File: src/rtl/assert_macros.svh
// Assertion macros shared by the converter RTL.
`ifndef ASSERT_MACROS_SVH
`define ASSERT_MACROS_SVH

// Concurrent check, sampled on clk, off while reset is held.
`define BDA_ASSERT(lbl, clk, rst_n, prop) \
  lbl: assert property (@(posedge clk) disable iff (!(rst_n)) (prop)) \
    else $error("bda assertion failed");

// Same check, but also active during reset.
`define BDA_ASSERT_ALWAYS(lbl, clk, prop) \
  lbl: assert property (@(posedge clk) (prop)) else $error("bda assertion failed");

`endif

File: src/rtl/bda_pkg.sv
// Shared types and constants of the binary to decimal ASCII converter.
package bda_pkg;

  localparam int unsigned ValueW    = 64;
  localparam int unsigned SizeW     = 8;
  localparam int unsigned CharW     = 8;
  localparam int unsigned PosW      = 5;
  localparam int unsigned NumDigits = 20;
  localparam int unsigned BcdW      = 4 * NumDigits;
  localparam int unsigned BitCntW   = $clog2(ValueW);

  localparam logic [CharW-1:0] AsciiZero = 8'd48;
  localparam logic [CharW-1:0] CharNul   = 8'd0;

  // Per-word job info handed from the top level to the emitter
  typedef struct packed {
    logic [SizeW-1:0] capacity;
    logic             zero;
  } bda_job_t;

endpackage

File: src/rtl/bda_if.sv
// Valid/ready channel interfaces of the converter.
interface bda_in_if;
  import bda_pkg::*;
  logic              valid;
  logic              ready;
  logic [ValueW-1:0] value;
  logic [SizeW-1:0]  capacity;

  modport source (output valid, output value, output capacity, input ready);
  modport sink   (input valid, input value, input capacity, output ready);
endinterface

interface bda_out_if;
  import bda_pkg::*;
  logic             valid;
  logic             ready;
  logic [CharW-1:0] char_code;
  logic [PosW-1:0]  position;
  logic             last;

  modport source (output valid, output char_code, output position, output last,
                  input ready);
  modport sink   (input valid, input char_code, input position, input last,
                  output ready);
endinterface

File: src/rtl/binary_to_decimal_ascii.sv
// Top level of the 64-bit binary to decimal ASCII converter.
//
//   channel | dir | payload                             | handshake
//   in_i    | in  | value[63:0], capacity[7:0]          | valid/ready
//   out_o   | out | char_code[7:0], position[4:0], last | valid/ready
//
// One input word goes through bit-serial double-dabble, a handoff to the emitter,
// a skip of up to 19 leading zeros, then one character per cycle while out_o is
// ready (up to 21 characters).
// in_i.ready is high only while no word is in flight.
// A stall on out_o holds the current character.
// Reset is async, active low.
`include "assert_macros.svh"

module binary_to_decimal_ascii import bda_pkg::*; (
  input  logic      clk_i,
  input  logic      rst_ni,
  bda_in_if.sink    in_i,
  bda_out_if.source out_o
);

  localparam logic [1:0] S_IDLE = 2'd0;
  localparam logic [1:0] S_CONV = 2'd1;
  localparam logic [1:0] S_EMIT = 2'd2;

  logic [1:0]      state_q, state_d;
  bda_job_t        job_q, job_d;
  logic            accept;
  logic            conv_done;
  logic            emit_done;
  logic [BcdW-1:0] bcd;

  assign in_i.ready = (state_q == S_IDLE);
  assign accept     = in_i.valid && in_i.ready;

  always_comb begin
    state_d = state_q;
    job_d   = job_q;
    case (state_q)
      S_IDLE: begin
        if (accept) begin
          job_d.capacity = in_i.capacity;
          job_d.zero     = (in_i.value == '0);
          state_d        = S_CONV;
        end
      end
      S_CONV: begin
        // a word with nothing to print finishes at the load itself
        if (conv_done) begin
          state_d = emit_done ? S_IDLE : S_EMIT;
        end
      end
      S_EMIT: begin
        if (emit_done) begin
          state_d = S_IDLE;
        end
      end
      default: state_d = S_IDLE;
    endcase
  end

  always_ff @(posedge clk_i or negedge rst_ni) begin
    if (!rst_ni) begin
      state_q <= S_IDLE;
    end else begin
      state_q <= state_d;
    end
  end

  always_ff @(posedge clk_i) begin
    job_q <= job_d;
  end

  bda_dabble u_dabble (
    .clk_i   (clk_i),
    .rst_ni  (rst_ni),
    .start_i (accept),
    .value_i (in_i.value),
    .bcd_o   (bcd),
    .done_o  (conv_done)
  );

  // conv_done is a one-cycle pulse with the final digits already in bcd
  bda_emit u_emit (
    .clk_i  (clk_i),
    .rst_ni (rst_ni),
    .load_i (state_q == S_CONV && conv_done),
    .job_i  (job_q),
    .bcd_i  (bcd),
    .done_o (emit_done),
    .out_o  (out_o)
  );

  `BDA_ASSERT(a_emit_done_only_emit, clk_i, rst_ni,
    emit_done |-> ((state_q == S_EMIT) || (state_q == S_CONV && conv_done)))
  `BDA_ASSERT(a_no_output_while_conv, clk_i, rst_ni,
    (state_q == S_CONV) |-> !out_o.valid)

endmodule

File: src/rtl/bda_dabble.sv
// Bit-serial double-dabble: binary value to 20 BCD digits, one bit per cycle.
`include "assert_macros.svh"

module bda_dabble import bda_pkg::*; (
  input  logic              clk_i,
  input  logic              rst_ni,
  input  logic              start_i,
  input  logic [ValueW-1:0] value_i,
  output logic [BcdW-1:0]   bcd_o,
  output logic              done_o
);

  logic [ValueW-1:0]  bin_q, bin_d;
  logic [BcdW-1:0]    bcd_q, bcd_d, bcd_adj;
  logic [BitCntW-1:0] cnt_q, cnt_d;
  logic               busy_q, busy_d;
  logic               done_q, done_d;

  // Add 3 to every digit of 5 or more before the shift
  always_comb begin
    for (int i = 0; i < NumDigits; i++) begin
      if (bcd_q[4*i +: 4] >= 4'd5) begin
        bcd_adj[4*i +: 4] = bcd_q[4*i +: 4] + 4'd3;
      end else begin
        bcd_adj[4*i +: 4] = bcd_q[4*i +: 4];
      end
    end
  end

  always_comb begin
    bin_d  = bin_q;
    bcd_d  = bcd_q;
    cnt_d  = cnt_q;
    busy_d = busy_q;
    done_d = 1'b0;
    if (start_i && !busy_q) begin
      bin_d  = value_i;
      bcd_d  = '0;
      cnt_d  = '0;
      busy_d = 1'b1;
    end else if (busy_q) begin
      bcd_d = {bcd_adj[BcdW-2:0], bin_q[ValueW-1]};
      bin_d = {bin_q[ValueW-2:0], 1'b0};
      cnt_d = cnt_q + 1'b1;
      if (cnt_q == BitCntW'(ValueW - 1)) begin
        busy_d = 1'b0;
        done_d = 1'b1;
      end
    end
  end

  always_ff @(posedge clk_i or negedge rst_ni) begin
    if (!rst_ni) begin
      busy_q <= 1'b0;
      cnt_q  <= '0;
      done_q <= 1'b0;
    end else begin
      busy_q <= busy_d;
      cnt_q  <= cnt_d;
      done_q <= done_d;
    end
  end

  always_ff @(posedge clk_i) begin
    bin_q <= bin_d;
    bcd_q <= bcd_d;
  end

  // done pulses once the last shift has landed in bcd_q
  assign done_o = done_q;
  assign bcd_o  = bcd_q;

  `BDA_ASSERT(a_done_ends_run, clk_i, rst_ni, done_o |-> !busy_q)
  `BDA_ASSERT(a_no_restart, clk_i, rst_ni, (busy_q && !done_d) |=> busy_q)

endmodule

File: src/rtl/bda_emit.sv
// Digit emitter: skips leading zeros, then sends one character per cycle while out_o is ready.
`include "assert_macros.svh"

module bda_emit import bda_pkg::*; (
  input  logic            clk_i,
  input  logic            rst_ni,
  input  logic            load_i,
  input  bda_job_t        job_i,
  input  logic [BcdW-1:0] bcd_i,
  output logic            done_o,
  bda_out_if.source       out_o
);

  localparam logic [1:0] E_IDLE  = 2'd0;
  localparam logic [1:0] E_SKIP  = 2'd1;
  localparam logic [1:0] E_EMIT  = 2'd2;
  localparam logic [1:0] E_DRAIN = 2'd3;

  logic [1:0]       state_q, state_d;
  logic [BcdW-1:0]  bcd_q, bcd_d;
  logic [SizeW-1:0] room_q, room_d;
  logic [PosW-1:0]  dleft_q, dleft_d;
  logic [PosW-1:0]  posn_q, posn_d;
  logic             ovalid_q, ovalid_d;
  logic [CharW-1:0] char_q, char_d;
  logic [PosW-1:0]  pos_q, pos_d;
  logic             last_q, last_d;
  logic             drop;
  logic [3:0]       top_digit;

  // Nothing at all for zero capacity, or for a zero value with room for one byte
  assign drop = (job_i.capacity == '0) ||
                (job_i.zero && (job_i.capacity == SizeW'(1)));
  assign top_digit = bcd_q[BcdW-1 -: 4];

  always_comb begin
    state_d  = state_q;
    bcd_d    = bcd_q;
    room_d   = room_q;
    dleft_d  = dleft_q;
    posn_d   = posn_q;
    ovalid_d = ovalid_q;
    char_d   = char_q;
    pos_d    = pos_q;
    last_d   = last_q;
    done_o   = 1'b0;
    case (state_q)
      E_IDLE: begin
        ovalid_d = 1'b0;
        if (load_i) begin
          bcd_d   = bcd_i;
          room_d  = job_i.capacity - 1'b1;
          dleft_d = PosW'(NumDigits);
          posn_d  = '0;
          if (drop) begin
            done_o = 1'b1;
          end else begin
            state_d = E_SKIP;
          end
        end
      end
      E_SKIP: begin
        // keep at least one digit so a zero value still prints '0'
        if (top_digit == 4'd0 && dleft_q > PosW'(1)) begin
          bcd_d   = {bcd_q[BcdW-5:0], 4'd0};
          dleft_d = dleft_q - 1'b1;
        end else begin
          state_d = E_EMIT;
        end
      end
      E_EMIT: begin
        if (!ovalid_q || out_o.ready) begin
          ovalid_d = 1'b1;
          pos_d    = posn_q;
          if ((SizeW'(posn_q) < room_q) && (dleft_q != '0)) begin
            char_d  = AsciiZero | CharW'(top_digit);
            last_d  = 1'b0;
            bcd_d   = {bcd_q[BcdW-5:0], 4'd0};
            dleft_d = dleft_q - 1'b1;
            posn_d  = posn_q + 1'b1;
          end else begin
            char_d  = CharNul;
            last_d  = 1'b1;
            state_d = E_DRAIN;
          end
        end
      end
      E_DRAIN: begin
        if (out_o.ready) begin
          ovalid_d = 1'b0;
          state_d  = E_IDLE;
          done_o   = 1'b1;
        end
      end
      default: begin
        state_d  = E_IDLE;
        ovalid_d = 1'b0;
      end
    endcase
  end

  always_ff @(posedge clk_i or negedge rst_ni) begin
    if (!rst_ni) begin
      state_q  <= E_IDLE;
      ovalid_q <= 1'b0;
      dleft_q  <= '0;
      posn_q   <= '0;
    end else begin
      state_q  <= state_d;
      ovalid_q <= ovalid_d;
      dleft_q  <= dleft_d;
      posn_q   <= posn_d;
    end
  end

  always_ff @(posedge clk_i) begin
    bcd_q  <= bcd_d;
    room_q <= room_d;
    char_q <= char_d;
    pos_q  <= pos_d;
    last_q <= last_d;
  end

  assign out_o.valid     = ovalid_q;
  assign out_o.char_code = char_q;
  assign out_o.position  = pos_q;
  assign out_o.last      = last_q;

  `BDA_ASSERT(a_last_only_in_drain, clk_i, rst_ni,
    (ovalid_q && last_q) |-> (state_q == E_DRAIN))
  `BDA_ASSERT(a_digit_fits_room, clk_i, rst_ni,
    (ovalid_q && !last_q) |-> (SizeW'(pos_q) < room_q))
  `BDA_ASSERT_ALWAYS(a_idle_no_word, clk_i,
    (state_q == E_IDLE) |-> !ovalid_q)

endmodule
File: src/flat_wrapper.sv
// flat-port wrapper written by rule: the top's interface ports become plain ports
module binary_to_decimal_ascii_flat import bda_pkg::*;
  (clk_i, rst_ni, in_i_valid, in_i_value, in_i_capacity, in_i_ready, out_o_valid, out_o_char_code, out_o_position, out_o_last, out_o_ready);
  bda_in_if in_i_i ();
  bda_out_if out_o_i ();
  input  logic clk_i;
  input  logic rst_ni;
  input wire logic [$bits(in_i_i.valid)-1:0] in_i_valid;
  input wire logic [$bits(in_i_i.value)-1:0] in_i_value;
  input wire logic [$bits(in_i_i.capacity)-1:0] in_i_capacity;
  output wire logic [$bits(in_i_i.ready)-1:0] in_i_ready;
  output wire logic [$bits(out_o_i.valid)-1:0] out_o_valid;
  output wire logic [$bits(out_o_i.char_code)-1:0] out_o_char_code;
  output wire logic [$bits(out_o_i.position)-1:0] out_o_position;
  output wire logic [$bits(out_o_i.last)-1:0] out_o_last;
  input wire logic [$bits(out_o_i.ready)-1:0] out_o_ready;
  assign in_i_i.valid = in_i_valid;
  assign in_i_i.value = in_i_value;
  assign in_i_i.capacity = in_i_capacity;
  assign in_i_ready = in_i_i.ready;
  assign out_o_valid = out_o_i.valid;
  assign out_o_char_code = out_o_i.char_code;
  assign out_o_position = out_o_i.position;
  assign out_o_last = out_o_i.last;
  assign out_o_i.ready = out_o_ready;
  binary_to_decimal_ascii u_core (.clk_i(clk_i), .rst_ni(rst_ni), .in_i(in_i_i), .out_o(out_o_i));
endmodule
File: config.mk
export PLATFORM = sky130hd
export DESIGN_NAME = binary_to_decimal_ascii_flat
export DESIGN_NICKNAME = d
export VERILOG_FILES = /design/src/rtl/bda_pkg.sv /design/src/rtl/bda_if.sv /design/src/rtl/binary_to_decimal_ascii.sv /design/src/rtl/bda_dabble.sv /design/src/rtl/bda_emit.sv /design/src/flat_wrapper.sv
export VERILOG_INCLUDE_DIRS = /design/src /design/src/rtl
export SDC_FILE = /design/constraint.sdc
export NUM_CORES = 1
export LEC_CHECK = 0
export ABC_AREA = 1
export BUFFER_PORTS_ARGS = -buffer_cell sky130_fd_sc_hd__buf_2
export CAP_MARGIN = 20
export CORE_MARGIN = 10
export CORE_UTILIZATION = 27
export DETAILED_ROUTE_END_ITERATION = 8
export PLACE_DENSITY_LB_ADDON = 0.25
export SLEW_MARGIN = 20
export SYNTH_ARGS = -nofsm -noshare
export SYNTH_HDL_FRONTEND = slang
export SYNTH_SLANG_ARGS = --single-unit
File: constraint.sdc
create_clock -name clk_i -period 6.24 [get_ports clk_i]
set_clock_uncertainty 0.15 [all_clocks]
set_input_delay 0 -clock clk_i [delete_from_list [all_inputs] [get_ports clk_i]]
set_output_delay 0 -clock clk_i [all_outputs]
set_load 0.02 [all_outputs]
==> impl_metrics.yaml <==
routing:
  num_vias: 9565
  drt_iter0_drc: 550
  drtPass1Iterations: 5
  number_of_remaining_drc_errors: 0
  postRouteWirelength_um: 28500
  viasPerCell: 4.47
  wl_per_cell_um: 13.3
  route.antenna.remaining_nets: 0
critical_path:
  critical_path_peak_fanout: 50
  crit_required_ns: 6.36
  worstSetupPathType: "reg2reg"
  crit_path_end_kind: "flop"
  critical_path_arrival_ns: 3.33
  crit_path_start_kind: "flop"
grt:
  grt-busiest-layer: "met2"
  grt_use_met1: 0.136
  grt_pass1_vias: 9675
  grt.overflow.total: 0
  routing_usage_on_met2: 0.158
  grt_max_degree: 106
  grt_first_pass_wirelength_um: 48100
  number_of_antenna_violations_at_the_first_check_in_global_routing: 1
  global_route.usage.met3: 0.0228
  grt_resource_usage_total: 0.100
yosys:
  synth_cell_type_count: 38
  yosysTopAreaCell: "sky130_fd_sc_hd__edfxtp_1"
  netlist_instances: 1356
  ys_top_cells_by_area: "sky130_fd_sc_hd__edfxtp_1 40%, sky130_fd_sc_hd__dfxtp_1 13%, sky130_fd_sc_hd__nand2_1 11%"
  syn_area_um2: 12800
  yosysWarnings: 0
  synth_sequential_area_ratio: 0.574
  syn-mean-instance-area_um2: 9.44
  yosysTopAreaCellShare: 0.404
  synth.ff_latch_count: 275
clock_tree:
  clock_latency_ns: 0.56
  cts_inserted_buffers: 30
  tritoncts: "done"
  h-tree-depth: 1
  clk_path_buf_depth: 3
  root_buffer_selected_by_cts: "sky130_fd_sc_hd__clkbuf_16"
  cts.clk_slew.worst_paths_ns: 0.06
  clkSinkCount: 275
  cts.repair.resized: 0
sta:
  finalHoldViolations: 0
  period_share: 0.514
  number_of_endpoints_failing_setup_at_the_final_stage: 0
  drv_slew: 0
  relSlewSlack: 0.379
  rsz0062_at_grt: "no"
  clock_period_minus_final_worst_setup_slack_ns: 3.20
  max_freq_mhz: 312
  finalSetupTns_ns: 0
  timing_worst_slew_pin_value_ns: 0.931
layout:
  layout_common_cells: "372 x sky130_fd_sc_hd__nand2_1, 198 x sky130_fd_sc_hd__o21ai_0, 172 x sky130_fd_sc_hd__edfxtp_1"
  final.fill_count: 4780
  area_growth_from_synthesis_to_final_layout_pct: 21.8
  post_route_cells_drive_above_1_share: 0.110
  layout_commonest_cell: "sky130_fd_sc_hd__nand2_1"
  fin_util: 0.333
  number_of_diodes: 0
  finish.net_count: 1642
placement:
  portBuffers: 89
  place_hpwl_um: 18000
  last_weighted_congestion_value_of_the_routability_driven_placer: 0.764
run:
  maxCapViolCount: 0
die:
  chipWidth_um: 238
  core-area_um2: 46800
  initial_core_util: 0.274
  std_cell_rows: 79
  io_pins: 92
  design.die.area_um2: 56500
  dieHeight_um: 238
pwr:
  ir_worst_vdd_uv: 156
  powerDensity_nw_per_um2: 244
  cellLeakagePower_nw: 6.23
status:
  outcome: "completed"
min_path:
  timing.hold.worst.class: "in2reg"
-- worst paths after layout --
check | start | to | slack, ns | cells after the start
min reg2reg | u_core.u_dabble.bcd_o[27] | u_core.u_dabble.bcd_o[27] | 0.33 | 2
min in group asynchronous | rst_ni | u_core.u_dabble.done_o | 0.36 | 4
min | in_i_capacity[5] | u_core.job_q[6] | 0.02 | 2
max reg2reg | u_core.u_emit.state_q[0] | u_core.u_emit.bcd_q[5] | 3.04 | 10
max in group asynchronous | rst_ni | u_core.u_dabble.busy_q | 5.41 | 4
max | u_core.u_emit.state_q[0] | u_core.u_emit.bcd_q[5] | 3.04 | 10
-- critical path, stage by stage (launching register included) --
cell and delay [ns]:
sky130_fd_sc_hd__dfrtp_1 0.43, sky130_fd_sc_hd__inv_1 0.14, sky130_fd_sc_hd__ha_1 0.34, sky130_fd_sc_hd__nand3_1 0.16
sky130_fd_sc_hd__nand2_2 0.12, sky130_fd_sc_hd__inv_2 0.04, sky130_fd_sc_hd__nand2_2 0.07, sky130_fd_sc_hd__a21oi_4 0.05
sky130_fd_sc_hd__nand2_2 0.14, sky130_fd_sc_hd__clkinv_2 0.67, sky130_fd_sc_hd__buf_4 0.56
-- flip-flops by register name, summed over array words and instances, names as in the netlist, 5 cells and up --
signal	flops
u_core.u_dabble.bin_q	64
u_core.job_q	9
u_core.u_emit.posn_q	5
u_core.u_dabble.bcd_o	80
u_core.u_emit.dleft_q	5
u_core.u_dabble.cnt_q	6
u_core.u_emit.out_o.char_code	5
u_core.u_emit.room_q	8
u_core.u_emit.out_o.position	5
u_core.u_emit.bcd_q	80
-- metal layers --
layer,up-vias,routed length (um)
met5,-,0
li1,4905,-
met1,4429,14100
met4,0,609
met2,189,12300
met3,42,1380
-- where the power goes --
part	switching [mW]	internal (mW)	leakage [nW]	total, mW
logic	0.0279	0.0515	3.76	0.0794
registers	0	1.91	1.98	1.91
clock network	0.730	1.09	0.503	1.82
total	0.758	3.05	6.23	3.81
-- area by class of cell --
cell class	count	area, um^2	area share
sequential	275	7340	0.471
multi-input combinational	886	4630	0.297
timing repair buffer	176	1310	0.0842
clock buffer	41	865	0.0555
tap	607	759	0.0487
inverter	141	534	0.0343
clock inverter	15	149	0.00955
-- synth_stat cells, drive strengths merged --
library cell	n
a22o	1
edfxtp	172
nand3	37
o32ai	20
ha	56
inv	141
nor3	4
a22oi	1
nor4	16
nor3b	1
dfxtp	80
o21bai	1
xor2	18
clkbuf	15
xnor2	3
nor2	34
dfrtp	23
nand3b	2
nand4	1
buf	40
o211ai	7
a21oi	53
and3	1
nand2	379
conb	1
or2	2
o21ai	247
-- through the flow --
step	total power [mW]	cells	cell area [um^2]	hold WS, ns	setup WS (ns)
after floorplan	1.95	1357	12800	-0.446	2.74
after global placement	1.99	2005	13800	-0.0912	2.88
after detailed placement	1.99	2005	13800	-0.0929	2.82
after CTS	3.86	2141	15600	0.00685	2.80
after global routing	3.95	2141	15600	0.0123	2.71
final	3.81	2141	15600	0.0238	3.04
-- cells by family after synthesis --
kind of cell / share of synthesized area
compound gates: 0.138
buf+inv: 0.0662
flops: 0.574
fa+ha+maj: 0.0548
other cells: 0.000293
simple gates: 0.153
xor+xnor: 0.0144
-- what timing repair did --
item	4_1_cts	5_1_grt
buffers inserted	0	0
hold buffers	80	0
endpoints found under the hold margin	123	0
No activity file was read; power rests on OpenSTA's default activity.
